$ cat src/rtl/sensorless_bldc_commutator_macros.svh
// Assertion macros for the sensorless BLDC commutator.
// Used by the top level; needs clk and arst_n in scope.
`ifndef SENSORLESS_BLDC_COMMUTATOR_MACROS_SVH
`define SENSORLESS_BLDC_COMMUTATOR_MACROS_SVH
`ifndef NO_ASSERTIONS
// Check a property on every clock edge outside reset.
`define BLDC_ASSERT(lbl, prop) \
	lbl: assert property (@(posedge clk) disable iff (!arst_n) prop) \
		else $error("commutator assertion failed");
// Check a property on every clock edge, reset included.
`define BLDC_ASSERT_ALWAYS(lbl, prop) \
	lbl: assert property (@(posedge clk) prop) \
		else $error("commutator assertion failed");
`else
`define BLDC_ASSERT(lbl, prop)
`define BLDC_ASSERT_ALWAYS(lbl, prop)
`endif
`endif

$ cat src/rtl/bldc_pkg.sv
// Shared types, codes and the commutation table of the BLDC commutator.
// No dependencies.
package bldc_pkg;
	localparam logic [2:0] CMD_START   = 3'd0;
	localparam logic [2:0] CMD_STOP    = 3'd1;
	localparam logic [2:0] CMD_COMP    = 3'd2;
	localparam logic [2:0] CMD_COMPARE = 3'd3;
	localparam logic [2:0] CMD_OVF     = 3'd4;

	localparam logic [2:0] STG_OFF    = 3'd0;
	localparam logic [2:0] STG_LOCK   = 3'd1;
	localparam logic [2:0] STG_RAMP   = 3'd2;
	localparam logic [2:0] STG_STAB   = 3'd3;
	localparam logic [2:0] STG_CLOSED = 3'd4;

	localparam logic [2:0] REG_RAMP_START = 3'd0;
	localparam logic [2:0] REG_RAMP_END   = 3'd1;
	localparam logic [2:0] REG_RAMP_DUR   = 3'd2;
	localparam logic [2:0] REG_LOCK_OVF   = 3'd3;
	localparam logic [2:0] REG_LOCK_STEPS = 3'd4;
	localparam logic [2:0] REG_STAB_STEPS = 3'd5;
	localparam logic [2:0] REG_MARGIN     = 3'd6;

	// Number of quotient bits produced by the fraction divider.
	localparam int FRAC_BITS = 16;

	typedef struct packed {
		logic exec;
		logic div_step;
		logic mul1;
		logic mul2;
		logic mul3;
		logic fin;
		logic load_out;
	} ctl_t;

	typedef struct packed {
		logic ramp_req;
	} sts_t;

	typedef struct packed {
		logic [1:0] sense;
		logic [1:0] drive;
		logic       hi_side;
		logic       tgt;
		logic [2:0] next_step;
	} comm_t;

	// Six-step table: which phase floats, which switch changes, next step.
	function automatic comm_t comm_fn(input logic [2:0] step);
		comm_t c;
		c.tgt = step[0];
		c.next_step = (step >= 3'd6) ? 3'd1 : step + 3'd1;
		unique case (step)
			3'd1: begin c.sense = 2'd2; c.drive = 2'd2; c.hi_side = 1'b1; end
			3'd2: begin c.sense = 2'd0; c.drive = 2'd3; c.hi_side = 1'b0; end
			3'd3: begin c.sense = 2'd1; c.drive = 2'd1; c.hi_side = 1'b1; end
			3'd4: begin c.sense = 2'd2; c.drive = 2'd2; c.hi_side = 1'b0; end
			3'd5: begin c.sense = 2'd0; c.drive = 2'd3; c.hi_side = 1'b1; end
			default: begin c.sense = 2'd1; c.drive = 2'd1; c.hi_side = 1'b0; end
		endcase
		return c;
	endfunction
endpackage

$ cat src/rtl/bldc_ctrl.sv
// Controller state machine of the BLDC commutator.
// Depends on bldc_pkg.
module bldc_ctrl import bldc_pkg::*; (
	input  logic clk,
	input  logic arst_n,
	input  logic in_valid,
	output logic in_ready,
	output logic out_valid,
	input  logic out_ready,
	input  sts_t sts,
	output ctl_t ctl
);
	localparam logic [2:0] S_IDLE = 3'd0;
	localparam logic [2:0] S_EXEC = 3'd1;
	localparam logic [2:0] S_DIV  = 3'd2;
	localparam logic [2:0] S_MUL1 = 3'd3;
	localparam logic [2:0] S_MUL2 = 3'd4;
	localparam logic [2:0] S_MUL3 = 3'd5;
	localparam logic [2:0] S_FIN  = 3'd6;
	localparam logic [2:0] S_DONE = 3'd7;

	logic [2:0] state_q;
	logic [3:0] cnt_q;
	logic       out_valid_q;
	logic       out_free;

	assign out_free  = !out_valid_q || out_ready;
	assign in_ready  = (state_q == S_IDLE);
	assign out_valid = out_valid_q;

	// Commands decoded from the state.
	always_comb begin
		ctl          = '0;
		ctl.exec     = (state_q == S_EXEC);
		ctl.div_step = (state_q == S_DIV);
		ctl.mul1     = (state_q == S_MUL1);
		ctl.mul2     = (state_q == S_MUL2);
		ctl.mul3     = (state_q == S_MUL3);
		ctl.fin      = (state_q == S_FIN);
		ctl.load_out = (state_q == S_DONE) && out_free;
	end

	// Sequencer and output word valid flag.
	always_ff @(posedge clk or negedge arst_n) begin
		if (!arst_n) begin
			state_q     <= S_IDLE;
			cnt_q       <= '0;
			out_valid_q <= 1'b0;
		end else begin
			if (ctl.load_out)
				out_valid_q <= 1'b1;
			else if (out_ready)
				out_valid_q <= 1'b0;
			unique case (state_q)
				S_IDLE: if (in_valid) state_q <= S_EXEC;
				S_EXEC: begin
					cnt_q   <= '0;
					state_q <= sts.ramp_req ? S_DIV : S_DONE;
				end
				S_DIV: begin
					cnt_q <= cnt_q + 4'd1;
					if (cnt_q == 4'(FRAC_BITS - 1)) state_q <= S_MUL1;
				end
				S_MUL1: state_q <= S_MUL2;
				S_MUL2: state_q <= S_MUL3;
				S_MUL3: state_q <= S_FIN;
				S_FIN:  state_q <= S_DONE;
				default: begin
					if (out_free)
						state_q <= S_IDLE;
				end
			endcase
		end
	end
endmodule

$ cat src/rtl/bldc_dp.sv
// Datapath of the BLDC commutator: configuration, motor state, ramp arithmetic.
// Depends on bldc_pkg; driven by bldc_ctrl commands.
module bldc_dp import bldc_pkg::*; #(
	parameter int TIMER_BITS = 16
) (
	input  logic        clk,
	input  logic        arst_n,
	input  logic        cfg_we,
	input  logic [2:0]  cfg_index,
	input  logic [15:0] cfg_data,
	input  logic        in_take,
	input  logic [2:0]  command,
	input  logic [15:0] timer_count,
	input  logic        comparator_level,
	input  ctl_t        ctl,
	output sts_t        sts,
	output logic [1:0]  high_side_phase,
	output logic [1:0]  low_side_phase,
	output logic [1:0]  sense_phase,
	output logic [15:0] period_out,
	output logic [15:0] crossing_time,
	output logic        motor_running,
	output logic [2:0]  stage,
	output logic        stall_stop,
	output logic        commutated
);
	localparam int TW = TIMER_BITS;
	localparam int WW = TW + 12;
	localparam logic [WW-1:0] TMAXW = {{12{1'b0}}, {TW{1'b1}}};

	// Configuration registers.
	logic [15:0] rsp_q, rep_q, rdur_q, lovf_q, ssteps_q;
	logic [7:0]  lsteps_q;
	logic [9:0]  margin_q;

	// Captured input word.
	logic [2:0]    cmd_q;
	logic [TW-1:0] tc_q;
	logic          lvl_q;

	// Motor state.
	logic [2:0]    step_q, stage_q;
	logic [1:0]    hi_q, lo_q, sense_q;
	logic          tgt_q, seen_q, stall_q, comm_q;
	logic [TW-1:0] accum_q, lst_q, phalf_q, per_q, latch_q;
	logic [15:0]   elapsed_q, stabc_q, ovf_q;
	logic [7:0]    lockc_q;

	// Ramp arithmetic.
	logic [16:0] rem_q;
	logic [15:0] quo_q;
	logic        big_q;
	logic [16:0] f2_q;
	logic [17:0] s_q;
	logic [15:0] r_q;

	always_ff @(posedge clk or negedge arst_n) begin
		if (!arst_n) begin
			rsp_q    <= 16'd40000;
			rep_q    <= 16'd4000;
			rdur_q   <= 16'd2000;
			lovf_q   <= 16'd10;
			lsteps_q <= 8'd6;
			ssteps_q <= 16'd500;
			margin_q <= 10'd10;
		end else if (cfg_we) begin
			unique case (cfg_index)
				REG_RAMP_START: rsp_q    <= cfg_data;
				REG_RAMP_END:   rep_q    <= cfg_data;
				REG_RAMP_DUR:   rdur_q   <= cfg_data;
				REG_LOCK_OVF:   lovf_q   <= cfg_data;
				REG_LOCK_STEPS: lsteps_q <= cfg_data[7:0];
				REG_STAB_STEPS: ssteps_q <= cfg_data;
				REG_MARGIN:     margin_q <= cfg_data[9:0];
				default: ;
			endcase
		end
	end

	always_ff @(posedge clk) begin
		if (in_take) begin
			cmd_q <= command;
			tc_q  <= TW'(timer_count);
			lvl_q <= comparator_level;
		end
	end

	assign sts.ramp_req = (cmd_q == CMD_COMPARE) && (stage_q == STG_RAMP);

	// Crossing time accumulation, saturated to the timer range.
	logic [TW:0]   acc_sum;
	logic [TW-1:0] acc_add, acc_eff;
	assign acc_sum = {1'b0, accum_q} + {1'b0, TW'(tc_q - lst_q)};
	assign acc_add = acc_sum[TW] ? {TW{1'b1}} : acc_sum[TW-1:0];
	assign acc_eff = seen_q ? accum_q : acc_add;

	// Closed loop period: half period plus crossing time, clamped.
	logic [WW-1:0] s1, s1s, twice, mg, lo_b, hi_b, hi_raw, cl;
	always_comb begin
		s1     = WW'(phalf_q) + WW'(acc_eff);
		s1s    = (s1 > TMAXW) ? TMAXW : s1;
		twice  = WW'(phalf_q) << 1;
		mg     = WW'(margin_q);
		lo_b   = (twice > mg) ? twice - mg : '0;
		lo_b   = (lo_b > TMAXW) ? TMAXW : lo_b;
		hi_raw = twice + mg;
		hi_b   = (hi_raw > TMAXW) ? TMAXW : hi_raw;
		cl     = s1s;
		if (cl < lo_b) cl = lo_b;
		if (cl > hi_b) cl = hi_b;
	end

	// Counters and ramp entry decisions.
	logic [16:0]   esum, stsum, ovsum;
	logic [15:0]   el_new, stabc_new, ovf_new, need;
	logic [TW-1:0] per_start;
	logic [2:0]    ramp_entry_stage, stab_entry_stage;
	always_comb begin
		esum      = 17'(elapsed_q) + 17'(16'(per_q >> 8));
		el_new    = esum[16] ? 16'hFFFF : esum[15:0];
		stsum     = 17'(stabc_q) + 17'd1;
		stabc_new = stsum[16] ? 16'hFFFF : stsum[15:0];
		ovsum     = 17'(ovf_q) + 17'd1;
		ovf_new   = ovsum[16] ? 16'hFFFF : ovsum[15:0];
		need      = (lovf_q == 16'd0) ? 16'd1 : lovf_q;
		per_start = TW'(rsp_q);
		stab_entry_stage = (ssteps_q == 16'd0) ? STG_CLOSED : STG_STAB;
		ramp_entry_stage = (32'(per_start) <= 32'(rep_q)) ? stab_entry_stage : STG_RAMP;
	end

	// Whether this event commutates, and from which step.
	logic  do_com;
	comm_t cm;
	always_comb begin
		do_com = 1'b0;
		if (cmd_q == CMD_START)
			do_com = (lsteps_q != 8'd0);
		else if (cmd_q == CMD_COMPARE)
			do_com = (stage_q >= STG_RAMP);
		else if (cmd_q == CMD_OVF)
			do_com = (stage_q == STG_LOCK) && (ovf_new >= need) && (lockc_q < lsteps_q);
		cm = comm_fn((cmd_q == CMD_START) ? 3'd1 : step_q);
	end

	// Shared multiplier for the three ramp products.
	logic [17:0] mul_a, mul_b;
	logic [35:0] prod;
	logic [16:0] frac;
	logic [15:0] dspan;
	always_comb begin
		frac  = big_q ? 17'h10000 : {1'b0, quo_q};
		dspan = (rsp_q >= rep_q) ? rsp_q - rep_q : rep_q - rsp_q;
		mul_a = 18'(frac);
		mul_b = 18'(frac);
		if (ctl.mul2) begin
			mul_a = 18'(f2_q);
			mul_b = 18'd196608 - (18'(frac) << 1);
		end else if (ctl.mul3) begin
			mul_a = 18'(dspan);
			mul_b = s_q;
		end
		prod = 36'(mul_a) * 36'(mul_b);
	end

	logic [16:0] rem2;
	logic [15:0] ramp_res;
	assign rem2     = {rem_q[15:0], 1'b0};
	assign ramp_res = (rsp_q >= rep_q) ? rsp_q - r_q : rsp_q + r_q;

	// Ramp arithmetic registers.
	always_ff @(posedge clk) begin
		if (ctl.exec) begin
			rem_q <= 17'(el_new);
			quo_q <= '0;
			big_q <= (rdur_q == 16'd0) || (el_new >= rdur_q);
		end else if (ctl.div_step) begin
			if (rem2 >= 17'(rdur_q)) begin
				rem_q <= rem2 - 17'(rdur_q);
				quo_q <= {quo_q[14:0], 1'b1};
			end else begin
				rem_q <= rem2;
				quo_q <= {quo_q[14:0], 1'b0};
			end
		end
		if (ctl.mul1) f2_q <= prod[32:16];
		if (ctl.mul2) s_q  <= prod[33:16];
		if (ctl.mul3) r_q  <= prod[31:16];
	end

	// Motor state update: one event per exec command, and the end of a ramp step on fin.
	always_ff @(posedge clk or negedge arst_n) begin
		if (!arst_n) begin
			step_q    <= 3'd1;
			stage_q   <= STG_OFF;
			hi_q      <= '0;
			lo_q      <= '0;
			sense_q   <= '0;
			tgt_q     <= 1'b0;
			seen_q    <= 1'b0;
			stall_q   <= 1'b0;
			comm_q    <= 1'b0;
			accum_q   <= '0;
			lst_q     <= '0;
			phalf_q   <= '0;
			per_q     <= '0;
			latch_q   <= '0;
			elapsed_q <= '0;
			stabc_q   <= '0;
			ovf_q     <= '0;
			lockc_q   <= '0;
		end else if (ctl.exec) begin
			stall_q <= (cmd_q == CMD_OVF) && (stage_q == STG_CLOSED);
			comm_q  <= do_com;
			unique case (cmd_q)
				CMD_START: begin
					// The first lock step commutates straight from step one.
					step_q    <= do_com ? cm.next_step : 3'd1;
					lo_q      <= (do_com && !cm.hi_side) ? cm.drive : 2'd1;
					hi_q      <= (do_com && cm.hi_side) ? cm.drive : 2'd0;
					stage_q   <= (lsteps_q == 8'd0) ? ramp_entry_stage : STG_LOCK;
					elapsed_q <= '0;
					phalf_q   <= TW'(rep_q >> 1);
					lockc_q   <= (lsteps_q != 8'd0) ? 8'd1 : 8'd0;
					ovf_q     <= '0;
					if (lsteps_q == 8'd0) begin
						per_q   <= per_start;
						latch_q <= per_start;
						stabc_q <= '0;
					end
				end
				CMD_STOP: begin
					stage_q <= STG_OFF;
					hi_q    <= '0;
					lo_q    <= '0;
				end
				CMD_COMP: begin
					if (stage_q != STG_OFF) begin
						if (lvl_q != tgt_q) begin
							accum_q <= acc_add;
							seen_q  <= 1'b1;
						end else begin
							lst_q  <= tc_q;
							seen_q <= 1'b0;
						end
					end
				end
				CMD_COMPARE: begin
					if (stage_q >= STG_RAMP) begin
						latch_q <= acc_eff;
						if (stage_q == STG_CLOSED) begin
							phalf_q <= TW'(cl >> 1);
							per_q   <= TW'(cl);
						end else if (stage_q == STG_RAMP) begin
							elapsed_q <= el_new;
						end else begin
							stabc_q <= stabc_new;
							if (stabc_new >= ssteps_q) stage_q <= STG_CLOSED;
						end
					end
				end
				CMD_OVF: begin
					if (stage_q != STG_OFF) begin
						// A lock step restarts the overflow count.
						ovf_q <= do_com ? '0 : ovf_new;
						if (stage_q == STG_CLOSED) begin
							stage_q <= STG_OFF;
							hi_q    <= '0;
							lo_q    <= '0;
						end else if (stage_q == STG_LOCK && ovf_new >= need) begin
							if (lockc_q < lsteps_q) begin
								lockc_q <= lockc_q + 8'd1;
							end else begin
								stage_q <= ramp_entry_stage;
								per_q   <= per_start;
								latch_q <= per_start;
								stabc_q <= '0;
							end
						end
					end
				end
				default: ;
			endcase
			// Commutation sets the drive and clears the crossing state.
			if (do_com) begin
				accum_q <= '0;
				lst_q   <= '0;
				seen_q  <= 1'b0;
				tgt_q   <= cm.tgt;
				sense_q <= cm.sense;
				if (cmd_q != CMD_START) begin
					step_q <= cm.next_step;
					if (cm.hi_side) hi_q <= cm.drive;
					else            lo_q <= cm.drive;
				end
			end
		end else if (ctl.fin) begin
			// End of a ramp step: new period, maybe leave the ramp.
			per_q <= TW'(ramp_res);
			if (32'(TW'(ramp_res)) <= 32'(rep_q)) begin
				stage_q <= stab_entry_stage;
				stabc_q <= '0;
			end
		end
	end

	// Output word register.
	always_ff @(posedge clk) begin
		if (ctl.load_out) begin
			high_side_phase <= hi_q;
			low_side_phase  <= lo_q;
			sense_phase     <= sense_q;
			period_out      <= 16'(per_q);
			crossing_time   <= 16'(latch_q);
			motor_running   <= (stage_q != STG_OFF);
			stage           <= stage_q;
			stall_stop      <= stall_q;
			commutated      <= comm_q;
		end
	end
endmodule

$ cat src/rtl/sensorless_bldc_commutator.sv
// An accepted word passes through EXEC and then DONE, where the result is loaded
// into the output register; a period compare during the ramp also runs the 16-bit
// fraction divider and three shared multiplies in between. One word is handled at
// a time; the next is accepted once the result is written to the output register.
// Reset: arst_n asynchronous, active low; registers take their defaults.
module sensorless_bldc_commutator import bldc_pkg::*; #(
	parameter int TIMER_BITS = 16
) (
	input  logic        clk,
	input  logic        arst_n,
	input  logic        cfg_we,
	input  logic [2:0]  cfg_index,
	input  logic [15:0] cfg_data,
	input  logic        in_valid,
	output logic        in_ready,
	input  logic [2:0]  command,
	input  logic [15:0] timer_count,
	input  logic        comparator_level,
	output logic        out_valid,
	input  logic        out_ready,
	output logic [1:0]  high_side_phase,
	output logic [1:0]  low_side_phase,
	output logic [1:0]  sense_phase,
	output logic [15:0] period_out,
	output logic [15:0] crossing_time,
	output logic        motor_running,
	output logic [2:0]  stage,
	output logic        stall_stop,
	output logic        commutated
);
`include "sensorless_bldc_commutator_macros.svh"

	ctl_t ctl;
	sts_t sts;

	bldc_ctrl u_ctrl (
		.clk(clk), .arst_n(arst_n),
		.in_valid(in_valid), .in_ready(in_ready),
		.out_valid(out_valid), .out_ready(out_ready),
		.sts(sts), .ctl(ctl)
	);

	bldc_dp #(.TIMER_BITS(TIMER_BITS)) u_dp (
		.clk(clk), .arst_n(arst_n),
		.cfg_we(cfg_we), .cfg_index(cfg_index), .cfg_data(cfg_data),
		.in_take(in_valid && in_ready),
		.command(command), .timer_count(timer_count),
		.comparator_level(comparator_level),
		.ctl(ctl), .sts(sts),
		.high_side_phase(high_side_phase), .low_side_phase(low_side_phase),
		.sense_phase(sense_phase), .period_out(period_out),
		.crossing_time(crossing_time), .motor_running(motor_running),
		.stage(stage), .stall_stop(stall_stop), .commutated(commutated)
	);

	// A word in progress blocks the next one.
	`BLDC_ASSERT(a_busy_after_accept, (in_valid && in_ready) |=> !in_ready)
	// A stall stop always leaves the motor off.
	`BLDC_ASSERT(a_stall_off, (out_valid && stall_stop) |-> (stage == STG_OFF))
	// A commutation only happens with the motor driven.
	`BLDC_ASSERT(a_comm_running, (out_valid && commutated) |-> motor_running)
	// The running flag follows the stage.
	`BLDC_ASSERT(a_run_stage, out_valid |-> (motor_running == (stage != STG_OFF)))
endmodule

$ cat config.mk
export PLATFORM = sky130hd
export DESIGN_NAME = sensorless_bldc_commutator
export DESIGN_NICKNAME = d
export VERILOG_FILES = /design/src/rtl/bldc_pkg.sv /design/src/rtl/bldc_ctrl.sv /design/src/rtl/bldc_dp.sv /design/src/rtl/sensorless_bldc_commutator.sv
export VERILOG_INCLUDE_DIRS = /design/src /design/src/rtl
export SDC_FILE = /design/constraint.sdc
export NUM_CORES = 2
export LEC_CHECK = 0
export ABC_AREA = 1
export BUFFER_PORTS_ARGS = -buffer_cell sky130_fd_sc_hd__buf_4
export CAP_MARGIN = 25
export CORE_AREA = 2 2 346 279
export CTS_CLUSTER_DIAMETER = 120
export CTS_CLUSTER_SIZE = 14
export DETAILED_ROUTE_END_ITERATION = 16
export DIE_AREA = 0 0 348 281
export RECOVER_POWER = 50
export SYNTH_ARGS = -nofsm -noshare
export SYNTH_HDL_FRONTEND = slang
export SYNTH_SLANG_ARGS = --single-unit
$ cat constraint.sdc
create_clock -name clk -period 7.9 [get_ports clk]
set_input_delay 0.79 -clock clk [delete_from_list [all_inputs] [get_ports clk]]
set_output_delay 0.79 -clock clk [all_outputs]
set_load 0.02 [all_outputs]
* Word level (Yosys, flattened, before mapping)
Cells that the tools add are included.
Storage, ports and cells: bits in registers 406, bits of input ports 44, output and inout port bits 46
Cells by class: $add $sub $neg 17, $mul 1, magnitude comparators 16, eq/ne operators 54, muxes and demuxes 122, reduce and logical (&&, ||, !) cells 53
Operators with widths (count):
- 2-to-1 mux 16 bit | 47
- case mux 16 bit (3 select lines) | 3
- 2-to-1 mux 28 bit | 4
- case mux 16 bit (2 select lines) | 3
- > comparator 28 x 16 -> 1 bit (second input constant) | 3
- subtractor 16 bit | 5
- 2-to-1 mux 18 bit | 4
- 2-to-1 mux 3 bit | 24
- >= comparator 16 bit | 4
- 2-to-1 mux 17 bit | 3
- logical NOT 16 bit | 3
- adder 16 x 1 -> 17 bit (second input constant) | 2
- adder 16 x 16 -> 17 bit | 2
- multiplier 18 x 18 -> 34 bit | 1
- == test 3 bit (second input constant) | 11
- <= comparator 16 bit | 2
- 2-to-1 mux 8 bit | 4
- != test 3 bit (second input constant) | 10
- > comparator 28 bit | 1
- less-than comparator 28 bit | 1
- == test 3 x 2 -> 1 bit (second input constant) | 9
- case mux 5 bit (5 select lines) | 1
- 2-to-1 mux 2 bit | 12
- != test 2 bit (second input constant) | 11
- 43 further kinds | 93

* Logic depth before layout (Yosys ltp)
depth in word-level cells 15, mapped depth 69, depth with buffers taken out 65

* Hierarchy
A second synthesis with hierarchy kept.
Second synthesis, totals: cell total of the unflattened synthesis 4796, area, all modules 37512.2 um2
Modules (own cells, without submodules):
- bldc_dp | instances 1, cells an instance 4723, area an instance 37008.0 um2, sequential area each 10577.6 um2
- bldc_ctrl | instances 1, cells an instance 71, area an instance 496.7 um2, sequential area each 200.2 um2
- sensorless_bldc_commutator | instances 1, cells an instance 2, area an instance 7.5 um2, sequential area each 0.0 um2

* Least setup slack after synthesis
No wires, ideal clock.
path type reg2reg, start reg u_dp.tc_q[2], end reg u_dp.per_q[15], data arrival time 8201 ps, data required time 7783 ps, slack -418 ps, cell stages (with the launch flop) 65, period minus slack after synthesis 8318 ps, cell sequence edfxtp_1 > ha_1 > a21o_1 > a31oi_1 > o21ai_0 > a21oi_1 > o21ai_0 > a21oi_1 > o21ai_0 > a21oi_1 > nor2_1 > nor2_1 > xor2_1 > inv_1 > ha_1 > inv_1 > nor3_1 > a221oi_1 > [... 29 more ...] > nand2_1 > inv_1 > nand3_1 > nor3_1 > nand2_1 > o2111ai_1 > nand2_1 > nand3b_1 > and2_1 > clkbuf_1 > inv_1 > clkbuf_1 > o21ai_0 > inv_1 > nand2_1 > nand2_1 > nand3_1 > nand2_1
On the way: word-level cells in the longest chain between the ends 15
Ends and longest elaborated chain:
- start: declaration | line bldc_dp.sv:38 | logic [TW-1:0] tc_q;
- start signal: assignment | line bldc_dp.sv:83 | tc_q <= TW'(timer_count);
- subtractor 16 bit * | line bldc_dp.sv:93 | assign acc_sum = {1'b0, accum_q} + {1'b0, TW'(tc_q - lst_q)};
- adder 16 x 16 -> 17 bit * | line bldc_dp.sv:93
- 2-to-1 mux 16 bit * | line bldc_dp.sv:94 | assign acc_add = acc_sum[TW] ? {TW{1'b1}} : acc_sum[TW-1:0];
- 2-to-1 mux 16 bit * | line bldc_dp.sv:95 | assign acc_eff = seen_q ? accum_q : acc_add;
- adder 16 x 16 -> 17 bit * | line bldc_dp.sv:100 | s1 = WW'(phalf_q) + WW'(acc_eff);
- > comparator 28 x 16 -> 1 bit | line bldc_dp.sv:101 | s1s = (s1 > TMAXW) ? TMAXW : s1;
- 2-to-1 mux 28 bit * | line bldc_dp.sv:101
- less-than comparator 28 bit | line bldc_dp.sv:109 | if (cl < lo_b) cl = lo_b;
- 2-to-1 mux 28 bit * | line bldc_dp.sv:109
- > comparator 28 bit | line bldc_dp.sv:110 | if (cl > hi_b) cl = hi_b;
- 2-to-1 mux 17 bit * | line bldc_dp.sv:110
- 2-to-1 mux 16 bit * | line bldc_dp.sv:250 | if (stage_q == STG_CLOSED) begin
- 2-to-1 mux 16 bit * | line bldc_dp.sv:248 | if (stage_q >= STG_RAMP) begin
- case mux 16 bit (3 select lines) * | line bldc_dp.sv:214 | unique case (cmd_q)
- 2-to-1 mux 16 bit * | line bldc_dp.sv:211 | end else if (ctl.exec) begin
- end signal: assignment | line bldc_dp.sv:226 | per_q <= per_start;
- end signal: assignment | line bldc_dp.sv:252 | per_q <= TW'(cl);
- end signal: assignment | line bldc_dp.sv:274 | per_q <= per_start;
- end: declaration | line bldc_dp.sv:45 | logic [TW-1:0] accum_q, lst_q, phalf_q, per_q, latch_q;
Mark *: on every way between the ends. The rest lies on a longest branch, timed or not. The select of a mux whose other input is x is not followed. A chain may end at the register's enable or synchronous reset.

* Final worst setup path
start reg u_dp.tc_q[0], end reg u_dp.per_q[6]
The elaborated chain is that of the path after synthesis.

==> summary.md <==
| Metric | Value |
|---|---|
| Initial antenna violation count | `5` |
| Achievable frequency | `121 MHz` |
| DRC | `0` |
| Commonest non-fill, non-tap cell in the layout | `nand2_1` |
| Chip width | `348 um` |
| Mapped Cells | `4762` |
| Crit. End Element | `register` |
| Clock latency on the worst-skew pair | `0.59 ns` |
| First-pass GRT wire length | `195 mm` |
| Cts hold-fix bufs | `0` |
| Clk sinks | `406` |
| Total Die Area | `97800 um^2` |
| Die Ht | `281 um` |
| R2r startpoint | `u_dp.tc_q[0]` |
| Syn avg cell area | `7.86 um^2` |
| Count of cell types in the netlist | `76` |
| H-tree depth | `2` |
| Post-layout util | `50.0%` |
| Worst R2R End | `u_dp.per_q[6]` |
| Crit path launch type | `register` |
| Reg2Reg Setup Slack | `-0.35 ns` |
| CP Max Fanout | `8` |
| CP max-delay cell | `edfxtp_1` |
| Cell Rows | `101` |
| Detailed-route wire length | `126 mm` |
| DR vias/cell | `5.17` |
| Most frequent cells in the layout | `nand2_1 (920), inv_1 (819), buf_4 (653)` |
| Area of the mapped netlist | `37400 um^2` |
| WL/cell | `18.9 um` |
| Final min period | `8.25 ns` |
| GRT overflow | `0` |
| Clock buffer depth | `3` |
| FF+latch area | `10800 um^2` |
| Max-cap viol count | `3` |
| Clk root buf | `clkbuf_16` |
| Worst Tran Pin Value | `3.73 ns` |
| Ys flop type | `dfrtp_1` |
| Final worst slack | `-0.354 ns` |
| Initial Util | `39.7%` |
| Slew HR | `-149%` |
| Number of synthesized flops with an enable pin | `132` |
| Post-DP Area | `43300 um^2` |
| TritonCTS buffer count | `34` |
| Top post-synthesis cells by area | `dfrtp_1 (15%), fa_1 (13%), ha_1 (12%), edfxtp_1 (11%), nand2_1 (10%)` |
| CP Class | `reg -> reg` |
| Largest net degree at the start of global routing | `139` |
| Final Hold Fails | `0` |
| Final Max Tran Viols | `263` |
| Final GP Congestion | `1.01` |
| Status | `complete, but fails checks` |
| Iter 0 DRT Violations | `3180` |
| Fill cells | `8953` |
| Worst Clk Skew | `0.0294 ns` |
| Vias post-DR | `34.5k` |
| Vias in the first global route | `33.3k` |
| Area share of the largest cell type after synthesis | `15.2%` |
| Fin area | `47200 um^2` |
| Warning count from the yosys run | `0` |
| DRT antenna net count | `0` |
| Worst R2R Path Depth | `62` |
| Largest area contributor in the netlist | `dfrtp_1` |
| Nets | `6060` |
| Crit share post-route | `104%` |
| Hold crit path type | `in -> reg` |
| Failing checks | `max-capacitance violations, max-slew violations, negative setup slack` |
| Sequential cell area fraction in the yosys report | `28.8%` |
| Arr. time, crit path | `8.72 ns` |
| Ports | `90` |
| CP Launch Point | `u_dp.tc_q[0]` |
| Area grow syn2layout | `26.0%` |
| RSZ-0062 raised after global routing | `true` |
| FF+latch count, synth | `406` |
| Ys async rst share | `63.5%` |
| Core ar. | `94400 um^2` |
| TritonCTS clock tree | `yes` |
| Layout cells sized above 1 | `22.4%` |
| Area of the multi-input gates | `24700 um^2` |
| Final setup viols | `61` |
| GRT Total Usage | `25.8%` |
| CP endpoint | `u_dp.per_q[6]` |
| CP dominant cell by count | `nand2_1` |
| CP max stage delay | `0.40 ns` |
| Detailed-placement wirelength estimate | `99.3 mm` |
| IO Port Bufs | `89` |
| Clock Pin Slew Worst Setup and Hold Paths | `0.07 ns` |
| Pre-Repair DR Iteration Count | `6` |
| CP Data Required Time | `8.37 ns` |
==> stage by stage <==
| stage | setup TNS, ns | hold WS [ns] | std cells | setup slack, ns |
|---|---|---|---|---|
| floorplan | -0.00749 | 0.425 | 4767 | -0.00749 |
| global placement | -39.59 | 0.432 | 6503 | -0.733 |
| detailed placement | -46.09 | 0.435 | 6504 | -0.815 |
| CTS | -2.83 | 0.170 | 6644 | -0.189 |
| global route | -44.17 | 0.387 | 6677 | -1.04 |
| finish | -10.92 | 0.407 | 6678 | -0.354 |
==> how the worst min path moves through the flow <==
stage,slack [ns],to,startpoint,depth (start not counted)
CTS,0.17,u_dp.stabc_q[5],arst_n,1
global route,0.39,u_dp.tc_q[10],timer_count[10],1
global placement,0.43,u_dp.period_out[6],u_dp.per_q[6],0
detailed placement,0.44,u_dp.crossing_time[10],u_dp.latch_q[10],0
finish,0.41,u_dp.tc_q[10],timer_count[10],1
floorplan,0.43,u_dp.commutated,u_dp.comm_q,0
==> cell families after synthesis <==
family	count (synthesis)	synth area share (%)
flip-flops	406	28.8
other	2	0.0201
adder cells (fa/ha/maj)	601	25.0
buffers and inverters	1003	10.3
XOR/XNOR	141	3.30
multiplexers	4	0.107
AO/OA/AOI/OAI	886	13.4
AND/OR/NAND/NOR	1719	19.0
==> critical path, delay by kind of cell (launching register included) <==
| family | cells | cell delay [ns] |
|---|---|---|
| AND/OR/NAND/NOR | 31 | 2.84 |
| adder cells (fa/ha/maj) | 6 | 1.77 |
| buffers and inverters | 11 | 1.08 |
| XOR/XNOR | 2 | 0.33 |
| flip-flops | 1 | 0.40 |
| AO/OA/AOI/OAI | 12 | 1.73 |
==> routing by layer <==
| layer | wire, um | track usage, % |
|---|---|---|
| met2 | 50800 | 36.4 |
| met1 | 60700 | 39.6 |
| met3 | 12400 | 6.35 |
| met4 | 2080 | 4.60 |
| met5 | 14 | 0 |
==> final cells by class <==
class | count | area share, %
Antenna cell | 1 | 0.00530
Tap cell | 1236 | 3.28
Multi-Input combinational cell | 3359 | 52.3
Timing Repair inverter | 1 | 0.0106
Clock buffer | 59 | 2.00
Sequential cell | 406 | 22.8
Timing Repair Buffer | 741 | 12.4
Clock inverter | 3 | 0.0716
Inverter | 872 | 7.01
==> state kept, by name, indices dropped and copies added, names as in the netlist, 10 cells and up <==
signal / cells
u_dp.s_q: 18
u_dp.f2_q: 17
u_dp.accum_q: 16
u_dp.crossing_time: 16
u_dp.elapsed_q: 16
u_dp.latch_q: 16
u_dp.lovf_q: 16
u_dp.lst_q: 16
u_dp.ovf_q: 16
u_dp.per_q: 16
u_dp.per_start: 16
u_dp.period_out: 16
u_dp.phalf_q: 16
u_dp.quo_q: 16
u_dp.r_q: 16
u_dp.rdur_q: 16
u_dp.rem_q: 16
u_dp.rep_q: 16
u_dp.ssteps_q: 16
u_dp.stabc_q: 16
u_dp.tc_q: 16
u_dp.margin_q: 10
==> synth_stat cells (6+ instances only) <==
cell	n
a211oi_1	7
a21boi_0	8
a21o_1	12
a21oi_1	283
a2bb2oi_1	8
a31oi_1	18
a32o_1	6
and2_1	6
buf_2	24
buf_4	10
clkbuf_1	87
dfrtp_1	228
dfstp_2	30
dfxtp_1	16
edfxtp_1	132
fa_1	247
ha_1	354
inv_1	856
inv_2	10
nand2_1	995
nand2_2	12
nand3_1	190
nand4_1	26
nor2_1	363
nor2_2	13
nor3_1	51
nor4_1	18
o211ai_1	14
o21a_1	24
o21ai_0	395
o21ai_1	19
o21ai_2	8
o21bai_1	18
o22ai_1	10
o31ai_1	12
or2_2	19
xnor2_1	38
xor2_1	103
==> what timing repair did <==
| item | CTS | global route |
|---|---|---|
| buffers inserted | 78 | 40 |
| pin swaps | 107 | 180 |
| resized for setup | 242 | 276 |
| gates cloned | 3 | 2 |
| hold endpoints to repair | 0 | 0 |
| setup endpoints to repair | 82 | 79 |
Power is left out: the tool's default activity adds up to more than one toggle a clock period on the data nets, which glitch-free logic cannot reach.
